<file path="src/rtl/bbsf_pkg.sv">
// Shared widths, operation codes and the result item type of the byte stream FIFO.
package bbsf_pkg;

   localparam int BYTE_W = 8;
   localparam int MODE_W = 3;
   localparam int RUN_W  = 7;
   localparam int CNT_W  = 9;
   localparam int TOT_W  = 64;

   // longest peek, pop or read run; longer requests saturate here
   localparam logic [RUN_W-1:0] MAX_RUN = 7'd64;

   localparam logic [CNT_W-1:0] CAP_RESET = 9'd256;

   localparam logic [MODE_W-1:0] MODE_WRITE = 3'd0;
   localparam logic [MODE_W-1:0] MODE_PEEK  = 3'd1;
   localparam logic [MODE_W-1:0] MODE_POP   = 3'd2;
   localparam logic [MODE_W-1:0] MODE_READ  = 3'd3;
   localparam logic [MODE_W-1:0] MODE_END   = 3'd4;

   typedef struct packed {
      logic [BYTE_W-1:0] out_byte;
      logic              has_byte;
      logic              last;
      logic              accepted;
      logic              error_flag;
      logic              ended;
      logic              at_eof;
      logic [CNT_W-1:0]  occupancy;
      logic [CNT_W-1:0]  free_space;
      logic [TOT_W-1:0]  total_written;
      logic [TOT_W-1:0]  total_read;
   } rsp_item_type;

endpackage

</file>
<file path="src/rtl/bbsf_ifs.sv">
// Request and response channel interfaces of the byte stream FIFO.
interface bbsf_req_if;
   import bbsf_pkg::*;
   logic              valid;
   logic              ready;
   logic [MODE_W-1:0] mode;
   logic [BYTE_W-1:0] data_byte;
   logic [RUN_W-1:0]  run_length;

   modport source (output valid, output mode, output data_byte, output run_length,
                   input ready);
   modport sink   (input valid, input mode, input data_byte, input run_length,
                   output ready);
endinterface

interface bbsf_rsp_if;
   import bbsf_pkg::*;
   logic              valid;
   logic              ready;
   logic [BYTE_W-1:0] out_byte;
   logic              has_byte;
   logic              last;
   logic              accepted;
   logic              error_flag;
   logic              ended;
   logic              at_eof;
   logic [CNT_W-1:0]  occupancy;
   logic [CNT_W-1:0]  free_space;
   logic [TOT_W-1:0]  total_written;
   logic [TOT_W-1:0]  total_read;

   modport source (output valid, output out_byte, output has_byte, output last,
                   output accepted, output error_flag, output ended, output at_eof,
                   output occupancy, output free_space, output total_written,
                   output total_read, input ready);
   modport sink   (input valid, input out_byte, input has_byte, input last,
                   input accepted, input error_flag, input ended, input at_eof,
                   input occupancy, input free_space, input total_written,
                   input total_read, output ready);
endinterface

</file>
<file path="src/rtl/bbsf_rsp_queue.sv">
// Two-entry result queue that decouples the FIFO core from response back-pressure.
module bbsf_rsp_queue (
   input  logic                  clock,
   input  logic                  reset,
   input  logic                  push,
   input  bbsf_pkg::rsp_item_type push_item,
   input  logic                  pop,
   output logic                  out_valid,
   output bbsf_pkg::rsp_item_type out_item,
   output logic [1:0]            count
);
   import bbsf_pkg::*;

   rsp_item_type ent0_ff, ent0_in;
   rsp_item_type ent1_ff, ent1_in;
   logic [1:0]   count_ff, count_in;

   always_comb begin
      ent0_in  = ent0_ff;
      ent1_in  = ent1_ff;
      count_in = count_ff;
      case (count_ff)
         2'd0: begin
            if (push) begin
               ent0_in  = push_item;
               count_in = 2'd1;
            end
         end
         2'd1: begin
            case ({push, pop})
               2'b10: begin
                  ent1_in  = push_item;
                  count_in = 2'd2;
               end
               2'b01: count_in = 2'd0;
               2'b11: ent0_in = push_item;
               default: ;
            endcase
         end
         default: begin
            if (pop) begin
               ent0_in = ent1_ff;
               if (push) begin
                  ent1_in = push_item;
               end else begin
                  count_in = 2'd1;
               end
            end
         end
      endcase
   end

   always_ff @(posedge clock) begin
      ent0_ff <= ent0_in;
      ent1_ff <= ent1_in;
      if (reset) begin
         count_ff <= 2'd0;
      end else begin
         count_ff <= count_in;
      end
   end

   assign out_valid = (count_ff != 2'd0);
   assign out_item  = ent0_ff;
   assign count     = count_ff;

   a_no_overfill: assert property (@(posedge clock) disable iff (reset)
      (push && count_ff == 2'd2) |-> pop)
      else $error("result queue overflow");

   a_count_range: assert property (@(posedge clock) disable iff (reset)
      count_ff != 2'd3)
      else $error("result queue count out of range");

   a_drain_empty: assert property (@(posedge clock) disable iff (reset)
      (count_ff == 2'd1 && pop && !push) |=> count_ff == 2'd0)
      else $error("result queue did not drain");

endmodule

</file>
<file path="src/rtl/bounded_byte_stream_fifo_unit.sv">
// Top level of the bounded byte stream FIFO with peek, pop and read operations.
//
//  channel  | dir | handshake         | item
//  ---------+-----+-------------------+---------------------------------------------
//  req_ch   | in  | valid/ready       | mode, data_byte, run_length
//  rsp_ch   | out | valid/ready       | out_byte, has_byte, last, status, totals
//  csr      | in  | csr_we            | csr_wdata = stream_capacity (resets to 256)
//
// Order: write, pop, end, failed or empty ops stream back to back while a queue slot is
//   free; a peek or read of k bytes returns one byte per cycle while a queue slot is free,
//   set by the single read port of the byte store (accept, then one read per byte).
// Reset: synchronous; clears pointers, counts, flags and totals. The byte store is
//   not cleared: only held bytes are ever read back, so no clearing pass is needed.
// Stalls: results go through a two-entry queue; a store read or a new item is issued
//   only when a queue slot is guaranteed, so the core never stalls mid-pipeline.
module bounded_byte_stream_fifo_unit #(
   parameter int DEPTH = 256
) (
   input  logic                          clock,
   input  logic                          reset,
   bbsf_req_if.sink                      req_ch,
   bbsf_rsp_if.source                    rsp_ch,
   input  logic                          csr_we,
   input  logic [bbsf_pkg::CNT_W-1:0]    csr_wdata
);
   import bbsf_pkg::*;

   localparam int AW   = (DEPTH > 1) ? $clog2(DEPTH) : 1;
   localparam int SW   = ((AW > CNT_W) ? AW : CNT_W) + 1;
   // occupancy can never pass the register range or the store depth
   localparam int CMAX = (1 << CNT_W) - 1;
   localparam int DCAP = (DEPTH > CMAX) ? CMAX : DEPTH;
   localparam logic [CNT_W-1:0] DCAP_V = CNT_W'(DCAP);

   localparam logic ST_IDLE = 1'b0;
   localparam logic ST_RUN  = 1'b1;

   // byte store, one write and one registered read per cycle
   logic [BYTE_W-1:0] mem [DEPTH];
   logic [BYTE_W-1:0] rd_data_ff;

   // architectural state (always shows the state after the last accepted item)
   logic [AW-1:0]     head_ff, head_in;
   logic [CNT_W-1:0]  held_ff, held_in;
   logic              done_ff, done_in;
   logic              err_ff, err_in;
   logic [TOT_W-1:0]  wtot_ff, wtot_in;
   logic [TOT_W-1:0]  rtot_ff, rtot_in;
   logic [CNT_W-1:0]  cap_ff;

   // run sequencer
   logic              state_ff, state_in;
   logic [AW-1:0]     run_addr_ff, run_addr_in;
   logic [RUN_W-1:0]  run_left_ff, run_left_in;

   // issue stage: one result per cycle while a queue slot is free, pushed into the queue in the cycle after issue
   logic              s1_valid_ff, s1_valid_in;
   logic              s1_has_ff, s1_has_in;
   logic              s1_last_ff, s1_last_in;
   logic              s1_acc_ff, s1_acc_in;

   logic              mem_we;
   logic              rd_issue;
   logic              accept;
   logic              credit;
   logic              q_pop;
   logic              q_valid;
   logic [1:0]        q_count;
   logic [2:0]        q_occ;
   rsp_item_type      push_item;
   rsp_item_type      q_item;

   logic [CNT_W-1:0]  eff_cap;
   logic [CNT_W-1:0]  free_now;
   logic [RUN_W-1:0]  len_sat;
   logic [CNT_W-1:0]  len_w;
   logic              len_gt;
   logic [RUN_W-1:0]  peek_n;
   logic [AW-1:0]     wr_slot;
   logic [AW-1:0]     pop_slot;

   function automatic logic [AW-1:0] slot_of(input logic [AW-1:0] base,
                                             input logic [CNT_W-1:0] off);
      logic [SW-1:0] sum;
      sum = SW'(base) + SW'(off);
      if (sum >= SW'(DEPTH)) begin
         sum = sum - SW'(DEPTH);
      end
      return sum[AW-1:0];
   endfunction

   // status seen by every result: computed from the post-step state
   assign eff_cap  = (cap_ff > DCAP_V) ? DCAP_V : cap_ff;
   assign free_now = (held_ff >= eff_cap) ? '0 : (eff_cap - held_ff);

   assign len_sat  = (req_ch.run_length > MAX_RUN) ? MAX_RUN : req_ch.run_length;
   assign len_w    = CNT_W'(len_sat);
   assign len_gt   = (len_w > held_ff);
   assign peek_n   = len_gt ? held_ff[RUN_W-1:0] : len_sat;
   assign wr_slot  = slot_of(head_ff, held_ff);
   assign pop_slot = slot_of(head_ff, len_w);

   // queue space: entries held plus the one in flight, minus the one leaving now
   assign q_pop  = q_valid & rsp_ch.ready;
   assign q_occ  = 3'(q_count) + 3'(s1_valid_ff) - 3'(q_pop);
   assign credit = (q_occ < 3'd2);

   assign req_ch.ready = (state_ff == ST_IDLE) && credit;
   assign accept       = req_ch.valid && req_ch.ready;
   assign rd_issue     = (state_ff == ST_RUN) && credit;

   always_comb begin
      head_in     = head_ff;
      held_in     = held_ff;
      done_in     = done_ff;
      err_in      = err_ff;
      wtot_in     = wtot_ff;
      rtot_in     = rtot_ff;
      state_in    = state_ff;
      run_addr_in = run_addr_ff;
      run_left_in = run_left_ff;
      s1_valid_in = 1'b0;
      s1_has_in   = 1'b0;
      s1_last_in  = 1'b1;
      s1_acc_in   = 1'b0;
      mem_we      = 1'b0;

      if (accept) begin
         unique case (req_ch.mode)
            MODE_WRITE: begin
               s1_valid_in = 1'b1;
               if (free_now != '0) begin
                  mem_we    = 1'b1;
                  held_in   = held_ff + CNT_W'(1);
                  wtot_in   = wtot_ff + TOT_W'(1);
                  s1_acc_in = 1'b1;
               end
            end
            MODE_PEEK: begin
               if (peek_n != '0) begin
                  state_in    = ST_RUN;
                  run_addr_in = head_ff;
                  run_left_in = peek_n;
               end else begin
                  s1_valid_in = 1'b1;
               end
            end
            MODE_POP: begin
               s1_valid_in = 1'b1;
               if (len_gt) begin
                  err_in = 1'b1;
               end else begin
                  head_in = pop_slot;
                  held_in = held_ff - len_w;
                  rtot_in = rtot_ff + TOT_W'(len_sat);
               end
            end
            MODE_READ: begin
               if (len_gt) begin
                  err_in      = 1'b1;
                  s1_valid_in = 1'b1;
               end else if (len_sat == '0) begin
                  s1_valid_in = 1'b1;
               end else begin
                  // bytes are read from the old head; state moves on at once
                  state_in    = ST_RUN;
                  run_addr_in = head_ff;
                  run_left_in = len_sat;
                  head_in     = pop_slot;
                  held_in     = held_ff - len_w;
                  rtot_in     = rtot_ff + TOT_W'(len_sat);
               end
            end
            MODE_END: begin
               done_in     = 1'b1;
               s1_valid_in = 1'b1;
            end
            default: s1_valid_in = 1'b1;
         endcase
      end

      if (rd_issue) begin
         s1_valid_in = 1'b1;
         s1_has_in   = 1'b1;
         s1_last_in  = (run_left_ff == RUN_W'(1));
         run_left_in = run_left_ff - RUN_W'(1);
         run_addr_in = (run_addr_ff == AW'(DEPTH - 1)) ? '0 : (run_addr_ff + AW'(1));
         if (run_left_ff == RUN_W'(1)) begin
            state_in = ST_IDLE;
         end
      end
   end

   // store: writes happen only on accept, reads only during a run, so they never meet
   always_ff @(posedge clock) begin
      if (mem_we) begin
         mem[wr_slot] <= req_ch.data_byte;
      end
      if (rd_issue) begin
         rd_data_ff <= mem[run_addr_ff];
      end
   end

   always_ff @(posedge clock) begin
      run_addr_ff <= run_addr_in;
      run_left_ff <= run_left_in;
      s1_has_ff   <= s1_has_in;
      s1_last_ff  <= s1_last_in;
      s1_acc_ff   <= s1_acc_in;
      if (reset) begin
         head_ff     <= '0;
         held_ff     <= '0;
         done_ff     <= 1'b0;
         err_ff      <= 1'b0;
         wtot_ff     <= '0;
         rtot_ff     <= '0;
         cap_ff      <= CAP_RESET;
         state_ff    <= ST_IDLE;
         s1_valid_ff <= 1'b0;
      end else begin
         head_ff     <= head_in;
         held_ff     <= held_in;
         done_ff     <= done_in;
         err_ff      <= err_in;
         wtot_ff     <= wtot_in;
         rtot_ff     <= rtot_in;
         state_ff    <= state_in;
         s1_valid_ff <= s1_valid_in;
         if (csr_we) begin
            cap_ff <= csr_wdata;
         end
      end
   end

   // result assembly: status comes straight from the state registers, which already
   // hold the post-step values in the cycle after the item was accepted
   always_comb begin
      push_item.out_byte      = s1_has_ff ? rd_data_ff : '0;
      push_item.has_byte      = s1_has_ff;
      push_item.last          = s1_last_ff;
      push_item.accepted      = s1_acc_ff;
      push_item.error_flag    = err_ff;
      push_item.ended         = done_ff;
      push_item.at_eof        = done_ff && (held_ff == '0);
      push_item.occupancy     = held_ff;
      push_item.free_space    = free_now;
      push_item.total_written = wtot_ff;
      push_item.total_read    = rtot_ff;
   end

   bbsf_rsp_queue u_rsp_queue (
      .clock     (clock),
      .reset     (reset),
      .push      (s1_valid_ff),
      .push_item (push_item),
      .pop       (q_pop),
      .out_valid (q_valid),
      .out_item  (q_item),
      .count     (q_count)
   );

   assign rsp_ch.valid         = q_valid;
   assign rsp_ch.out_byte      = q_item.out_byte;
   assign rsp_ch.has_byte      = q_item.has_byte;
   assign rsp_ch.last          = q_item.last;
   assign rsp_ch.accepted      = q_item.accepted;
   assign rsp_ch.error_flag    = q_item.error_flag;
   assign rsp_ch.ended         = q_item.ended;
   assign rsp_ch.at_eof        = q_item.at_eof;
   assign rsp_ch.occupancy     = q_item.occupancy;
   assign rsp_ch.free_space    = q_item.free_space;
   assign rsp_ch.total_written = q_item.total_written;
   assign rsp_ch.total_read    = q_item.total_read;

   a_run_nonzero: assert property (@(posedge clock) disable iff (reset)
      (state_ff == ST_RUN) |-> (run_left_ff != '0))
      else $error("run active with no bytes left");

   a_push_has_room: assert property (@(posedge clock) disable iff (reset)
      s1_valid_ff |-> (q_count != 2'd2 || q_pop))
      else $error("result pushed into a full queue");

   a_accept_makes_work: assert property (@(posedge clock) disable iff (reset)
      accept |=> (state_ff == ST_RUN || s1_valid_ff))
      else $error("accepted item produced no result");

   a_held_bound: assert property (@(posedge clock) disable iff (reset)
      held_ff <= DCAP_V)
      else $error("occupancy beyond store bound");

endmodule
</file>
<file path="src/flat_wrapper.sv">
// flat-port wrapper written by rule: the top's interface ports become plain ports
module bounded_byte_stream_fifo_unit_flat import bbsf_pkg::*;
#(
   parameter int DEPTH = 256
)
  (clock, reset, csr_we, csr_wdata, req_ch_valid, req_ch_mode, req_ch_data_byte, req_ch_run_length, req_ch_ready, rsp_ch_valid, rsp_ch_out_byte, rsp_ch_has_byte, rsp_ch_last, rsp_ch_accepted, rsp_ch_error_flag, rsp_ch_ended, rsp_ch_at_eof, rsp_ch_occupancy, rsp_ch_free_space, rsp_ch_total_written, rsp_ch_total_read, rsp_ch_ready);
  bbsf_req_if req_ch_i ();
  bbsf_rsp_if rsp_ch_i ();
  input  logic clock;
  input  logic reset;
  input  logic csr_we;
  input  logic [bbsf_pkg::CNT_W-1:0] csr_wdata;
  input wire logic [$bits(req_ch_i.valid)-1:0] req_ch_valid;
  input wire logic [$bits(req_ch_i.mode)-1:0] req_ch_mode;
  input wire logic [$bits(req_ch_i.data_byte)-1:0] req_ch_data_byte;
  input wire logic [$bits(req_ch_i.run_length)-1:0] req_ch_run_length;
  output wire logic [$bits(req_ch_i.ready)-1:0] req_ch_ready;
  output wire logic [$bits(rsp_ch_i.valid)-1:0] rsp_ch_valid;
  output wire logic [$bits(rsp_ch_i.out_byte)-1:0] rsp_ch_out_byte;
  output wire logic [$bits(rsp_ch_i.has_byte)-1:0] rsp_ch_has_byte;
  output wire logic [$bits(rsp_ch_i.last)-1:0] rsp_ch_last;
  output wire logic [$bits(rsp_ch_i.accepted)-1:0] rsp_ch_accepted;
  output wire logic [$bits(rsp_ch_i.error_flag)-1:0] rsp_ch_error_flag;
  output wire logic [$bits(rsp_ch_i.ended)-1:0] rsp_ch_ended;
  output wire logic [$bits(rsp_ch_i.at_eof)-1:0] rsp_ch_at_eof;
  output wire logic [$bits(rsp_ch_i.occupancy)-1:0] rsp_ch_occupancy;
  output wire logic [$bits(rsp_ch_i.free_space)-1:0] rsp_ch_free_space;
  output wire logic [$bits(rsp_ch_i.total_written)-1:0] rsp_ch_total_written;
  output wire logic [$bits(rsp_ch_i.total_read)-1:0] rsp_ch_total_read;
  input wire logic [$bits(rsp_ch_i.ready)-1:0] rsp_ch_ready;
  assign req_ch_i.valid = req_ch_valid;
  assign req_ch_i.mode = req_ch_mode;
  assign req_ch_i.data_byte = req_ch_data_byte;
  assign req_ch_i.run_length = req_ch_run_length;
  assign req_ch_ready = req_ch_i.ready;
  assign rsp_ch_valid = rsp_ch_i.valid;
  assign rsp_ch_out_byte = rsp_ch_i.out_byte;
  assign rsp_ch_has_byte = rsp_ch_i.has_byte;
  assign rsp_ch_last = rsp_ch_i.last;
  assign rsp_ch_accepted = rsp_ch_i.accepted;
  assign rsp_ch_error_flag = rsp_ch_i.error_flag;
  assign rsp_ch_ended = rsp_ch_i.ended;
  assign rsp_ch_at_eof = rsp_ch_i.at_eof;
  assign rsp_ch_occupancy = rsp_ch_i.occupancy;
  assign rsp_ch_free_space = rsp_ch_i.free_space;
  assign rsp_ch_total_written = rsp_ch_i.total_written;
  assign rsp_ch_total_read = rsp_ch_i.total_read;
  assign rsp_ch_i.ready = rsp_ch_ready;
  bounded_byte_stream_fifo_unit #(.DEPTH(DEPTH)) u_core (.clock(clock), .reset(reset), .req_ch(req_ch_i), .rsp_ch(rsp_ch_i), .csr_we(csr_we), .csr_wdata(csr_wdata));
endmodule
</file>
<file path="config.mk">
export PLATFORM = sky130hd
export DESIGN_NAME = bounded_byte_stream_fifo_unit_flat
export DESIGN_NICKNAME = d
export VERILOG_FILES = /design/src/rtl/bbsf_pkg.sv /design/src/rtl/bbsf_ifs.sv /design/src/rtl/bbsf_rsp_queue.sv /design/src/rtl/bounded_byte_stream_fifo_unit.sv /design/src/flat_wrapper.sv
export SDC_FILE = /design/constraint.sdc
export NUM_CORES = 2
export LEC_CHECK = 0
export BUFFER_PORTS_ARGS = -buffer_cell sky130_fd_sc_hd__buf_4
export CORE_ASPECT_RATIO = 1.4
export CORE_MARGIN = 1
export CORE_UTILIZATION = 45
export CTS_BUF_LIST = sky130_fd_sc_hd__clkbuf_4 sky130_fd_sc_hd__clkbuf_8 sky130_fd_sc_hd__clkbuf_16
export DETAILED_ROUTE_END_ITERATION = 7
export PLACE_DENSITY = 0.7
export SYNTH_ARGS = -nofsm -noshare
export SYNTH_HDL_FRONTEND = slang
export SYNTH_HIERARCHICAL = 1
export SYNTH_SLANG_ARGS = --single-unit
</file>
<file path="constraint.sdc">
create_clock -name clock -period 30.4 [get_ports clock]
set_input_delay 1.52 -clock clock [delete_from_list [all_inputs] [get_ports clock]]
set_output_delay 1.52 -clock clock [all_outputs]
set_load 0.05 [all_outputs]
</file>
==> run_results.csv <==
group,metric,value,unit
placement,io_buffers,193,
synth,synthMuxAreaShare,16.3,%
sta,setup-tns-final,0,ns
floorplanning,core_rows,205,
job,max-cap-violations,0,
sta,timing.max_slew.rel_slack,16.5,%
sta,drv_slew,0,
critical_path,path_class,"reg -> reg",
floorplanning,floorplan.initialDensity,45.3,%
min_path,worst_hold_path.num_cells,0,
routing,met1_length,89600,microns
sta,setup_violation_total_in_the_final_timing_report,0,
synth,count_of_flip_flops_with_a_built_in_enable_after_synthesis,2391,
cts,cts_tree,"yes",
routing,wire_per_inst,29.1,microns
synth,yosysSeqAreaShare,74.2,%
cts,clk_pin_slew_worst_paths,0.07,ns
synth,ys.flop_type,"sky130_fd_sc_hd__edfxtp_1",
cts,clock_tree.buffer_depth,4,
synth,postSynthAreaPerCell,19.9,sq um
routing,dr_wl_met3,17100,microns
synth,synthesis.yosys.warnings,6,
critical_path,nature_of_the_critical_path_endpoint,"register",
critical_path,cp_data_required_time,30.87,ns
outcome,run_status,"finished clean",
power_and_ir_drop,ir_drop,0.0520,mV
routing,uppermost_signal_routing_layer_after_detailed_routing,"met5",
finish,syn_to_final_growth,12.1,%
critical_path,startpoint,"u_core/u_rsp_queue/count[1]$_SDFFE_PP0P_",
routing,post_drt_via_cell_ratio,6.02,
routing,wl_met2,125000,microns
min_path,timing.hold.worst_endpoint,"u_core/u_rsp_queue/ent1_ff[149]$_DFFE_PP_",
sta,maxClockFrequency,0.161,GHz
finish,core_utilization_of_the_finished_layout,50.8,%
routing,dr_total_vias,50500,
routing,drc,0,
cts,numCtsBuffers,218,
cts,cts_resized,0,
finish,nNetsFinal,5395,
grt,globalRouteOverflowTotal,0,
sta,number_of_hold_violations_in_the_final_report,0,
grt,number_of_global_route_vias_before_repair,50400,
power_and_ir_drop,power_density,65.8,mW/mm^2
finish,post_route_cells_drive_above_1_share,27.4,%
floorplanning,die_height,563,microns
finish,seq_area,0.0751,sq mm
floorplanning,fp.dieW,403,microns
cts,clock-sinks,2554,
cts,clock-root-buffer,"sky130_fd_sc_hd__clkbuf_16",
sta,period_needed,6.22,ns
synth,yosys.area_share.adder,0.700,%
grt,grt_pass1_wl,355000,microns
finish,n_fill_cell,17300,
synth,synth-xor-area-share,0.805,%
synth,synth_fp_nets,5179,
sta,finalCritPeriodShare,20.5,%
synth,syn-instance-count,5094,
cts,cts_max_level,4,
synth,synth_simple_gate_area_share,4.31,%
synth,syn_area,0.101,sq mm
sta,worst_case_setup_margin_in_the_final_layout,24.18,ns
cts,post_cts_setup_repair_bufs,0,
grt,grt_usage,21.4,%
routing,drt_pre_antenna_iters,6,
floorplanning,die_area,0.227,sq mm
synth,synth_top_family_by_area,"multiplexers",
floorplanning,total_i_o_pin_count,194,
synth,synth_async_sr_flop_share,0,%
synth,ys_ff_latch,2554,
min_path,hp-start,"u_core/s1_acc_ff$_DFF_P_",
critical_path,critical_path.reg2reg.startpoint,"u_core/u_rsp_queue/count[1]$_SDFFE_PP0P_",
cts,worst_skew_pair.late_latency,0.88,ns
min_path,worst_hold_path_type,"reg -> reg",
grt,antenna_found_initial,5,
power_and_ir_drop,total_leakage_power,35.8,nW
critical_path,register_to_register_setup_slack,24.18,ns
sta,finClkSkew,0.0567,ns
power_and_ir_drop,post-layout-total-power,0.00746,W
synth,post_synth_cell_types,89,
routing,postRouteWirelength,244000,microns
cts,post_cts_hold_buffer_count,0,
critical_path,signal_arrival_time_at_the_worst_endpoint,6.69,ns
placement,gp_congestion,0.897,
routing,ant_nets,0,
critical_path,timing.reg2reg.worst_path_depth,14,
placement,dp_hpwl,148000,microns
synth,synth-compound-area-share,2.24,%
critical_path,r2r-end,"u_core/mem[216][7]$_DFFE_PP_",
sta,setup_repair_after_global_routing_missed_its_margin,"false",
sta,worst-slew-pin-transition,1.25,ns
floorplanning,fp.coreArea,0.223,sq mm
routing,number_of_design_rule_violations_left_by_the_first_detailed_router_iteration,6171,
placement,pre_cts_slack,23.55,ns
grt,grt_start_max_net_pins,161,
critical_path,critical_path.startpoint_type,"register",
finish,combined_area_of_the_multi_input_logic_cells,0.0247,sq mm
critical_path,path_max_fanout,39,
## logic make-up (layout without fill, tap and decap cells)
group / Yosys count / after routing
adder cells (fa/ha/maj): 53 / 53
multiplexers: 821 / 821
AND/OR/NAND/NOR: 902 / 902
flip-flops: 2554 / 2554
other: 0 / 1
AO/OA/AOI/OAI: 337 / 337
buffers and inverters: 334 / 731
XOR/XNOR: 93 / 93
## layer usage
| layer | global-route usage [%] | up-vias |
|---|---|---|
| li1 | - | 21200 |
| met1 | 26.9 | 26300 |
| met2 | 37.0 | 2418 |
| met3 | 2.98 | 536 |
| met4 | 9.62 | 6 |
| met5 | 0 | - |
## cells in the mapped netlist (6+ instances only)
master                     instances  area, sq um
sky130_fd_sc_hd__mux2_2          166         1870
sky130_fd_sc_hd__nand2_1         141          529
sky130_fd_sc_hd__a22o_1           16          140
sky130_fd_sc_hd__and3_1           17          106
sky130_fd_sc_hd__nand4_2           8          100
sky130_fd_sc_hd__nor2b_1          26          163
sky130_fd_sc_hd__a21oi_1          90          450
sky130_fd_sc_hd__buf_4            20          150
sky130_fd_sc_hd__nand2b_1         15         93.8
sky130_fd_sc_hd__buf_6            14          158
sky130_fd_sc_hd__and2_1           21          131
sky130_fd_sc_hd__fa_1              6          120
sky130_fd_sc_hd__and4_1           14          123
sky130_fd_sc_hd__a21o_1           12         90.1
sky130_fd_sc_hd__dfxtp_1         163         3260
sky130_fd_sc_hd__edfxtp_1       2391        71800
sky130_fd_sc_hd__a221oi_1         16          140
sky130_fd_sc_hd__nand3_1          63          315
sky130_fd_sc_hd__mux4_2          640        14400
sky130_fd_sc_hd__buf_1            53          199
sky130_fd_sc_hd__or3_1            53          332
sky130_fd_sc_hd__a211oi_1         12         90.1
sky130_fd_sc_hd__or2_2             6         37.5
sky130_fd_sc_hd__ha_1             47          588
sky130_fd_sc_hd__xnor2_1          64          561
sky130_fd_sc_hd__nor2_2            6         37.5
sky130_fd_sc_hd__o21a_1            9         67.6
sky130_fd_sc_hd__o21ai_0          81          405
sky130_fd_sc_hd__mux2i_1          12          120
sky130_fd_sc_hd__buf_2            26          130
sky130_fd_sc_hd__nand4_1          38          238
sky130_fd_sc_hd__a22oi_1          40          300
sky130_fd_sc_hd__nor2_1          402         1510
sky130_fd_sc_hd__xor2_1           29          254
sky130_fd_sc_hd__clkbuf_1        153          574
sky130_fd_sc_hd__inv_1            66          248
sky130_fd_sc_hd__or4_1            10         75.1
sky130_fd_sc_hd__nor4_1           17          106
sky130_fd_sc_hd__o221ai_1          8         70.1
sky130_fd_sc_hd__nor3_1           38          190
## through the flow
stage	area (sq um)	instances	hold slack (ns)
2_1_floorplan	101000	5094	0.404
3_3_place_gp	106000	7988	0.413
3_5_place_dp	106000	7988	0.421
4_1_cts	113000	8389	0.437
5_1_grt	113000	8390	0.455
6_report	113000	8390	0.433
## final cells by class
type,count,share of cell area (%)
diodes,1,0.00221
clock buffers,244,5.04
clock inverters,157,1.68
inverters,67,0.222
multi-input cells,2206,21.8
flip-flops and latches,2554,66.2
well taps,2898,3.20
repair buffers,263,1.90
## worst max-delay path: stages (launching register included)
cell and delay [ns]:
sky130_fd_sc_hd__dfxtp_4 0.71, sky130_fd_sc_hd__or2_1 0.22, sky130_fd_sc_hd__and2_1 0.25, sky130_fd_sc_hd__ha_1 0.26
sky130_fd_sc_hd__nand2b_1 0.16, sky130_fd_sc_hd__fa_1 0.41, sky130_fd_sc_hd__xnor2_1 0.32, sky130_fd_sc_hd__nand4b_1 0.37
sky130_fd_sc_hd__nor4_2 0.26, sky130_fd_sc_hd__buf_4 0.25, sky130_fd_sc_hd__nand2b_1 0.23, sky130_fd_sc_hd__or4_1 0.61
sky130_fd_sc_hd__or3_2 0.76, sky130_fd_sc_hd__buf_4 0.39, sky130_fd_sc_hd__nor2_1 0.60
## placed cells by master (no fill, tap or decap), types with 13 or more instances in the layout
cell,instances
sky130_fd_sc_hd__inv_6,14
sky130_fd_sc_hd__clkbuf_4,22
sky130_fd_sc_hd__clkinv_2,37
sky130_fd_sc_hd__nand3_1,63
sky130_fd_sc_hd__clkinv_4,13
sky130_fd_sc_hd__a21oi_1,90
sky130_fd_sc_hd__and4_1,14
sky130_fd_sc_hd__clkinvlp_4,17
sky130_fd_sc_hd__nand4_1,38
sky130_fd_sc_hd__edfxtp_1,2391
sky130_fd_sc_hd__mux4_2,640
sky130_fd_sc_hd__inv_1,66
sky130_fd_sc_hd__xnor2_1,62
sky130_fd_sc_hd__a22oi_1,40
sky130_fd_sc_hd__clkbuf_16,221
sky130_fd_sc_hd__o21ai_0,79
sky130_fd_sc_hd__or3_1,51
sky130_fd_sc_hd__and2_1,21
sky130_fd_sc_hd__and3_1,17
sky130_fd_sc_hd__dfxtp_1,162
sky130_fd_sc_hd__mux2_2,166
sky130_fd_sc_hd__nand2_1,141
sky130_fd_sc_hd__buf_4,244
sky130_fd_sc_hd__clkinv_1,33
sky130_fd_sc_hd__a221oi_1,16
sky130_fd_sc_hd__a22o_1,16
sky130_fd_sc_hd__nor3_1,38
sky130_fd_sc_hd__nor4_1,16
sky130_fd_sc_hd__nor2_1,401
sky130_fd_sc_hd__xor2_1,29
sky130_fd_sc_hd__bufinv_16,38
sky130_fd_sc_hd__ha_1,47
sky130_fd_sc_hd__nor2b_1,24
## how the worst max path moves through the flow
stage	end	cells past startpoint
floorplan	u_core/u_rsp_queue/out_item[0]$_DFFE_PP_	4
global placement	u_core/mem[152][0]$_DFFE_PP_	14
detailed placement	u_core/mem[136][0]$_DFFE_PP_	14
CTS	u_core/mem[216][3]$_DFFE_PP_	14
global route	u_core/mem[216][3]$_DFFE_PP_	14
finish	u_core/mem[216][7]$_DFFE_PP_	14
## state kept, by name, indices dropped and copies added (netlist names)
register	flops
u_core/done_ff	1
u_core/s1_acc_ff	1
u_core/u_rsp_queue/out_item	160
u_core/held_ff	9
u_core/run_left_ff	7
u_core/mem	2048
u_core/s1_last_ff	1
u_core/err_ff	1
u_core/run_addr_ff	8
u_core/head_ff	8
u_core/s1_has_ff	1
u_core/wtot_ff	64
u_core/s1_valid_ff	1
u_core/rd_data_ff	8
u_core/u_rsp_queue/ent1_ff	160
u_core/state_ff	1
u_core/u_rsp_queue/count	2
u_core/rtot_ff	64
u_core/cap_ff	9
## where the power goes
part           switching [W]  internal (W)  leakage (nW)
Clock                0.00125       0.00169          3.72
Sequential         0.0000227       0.00389          23.1
Combinational       0.000400      0.000203          8.96
Total                0.00168       0.00578          35.8
No activity file was read; power rests on OpenSTA's default activity.
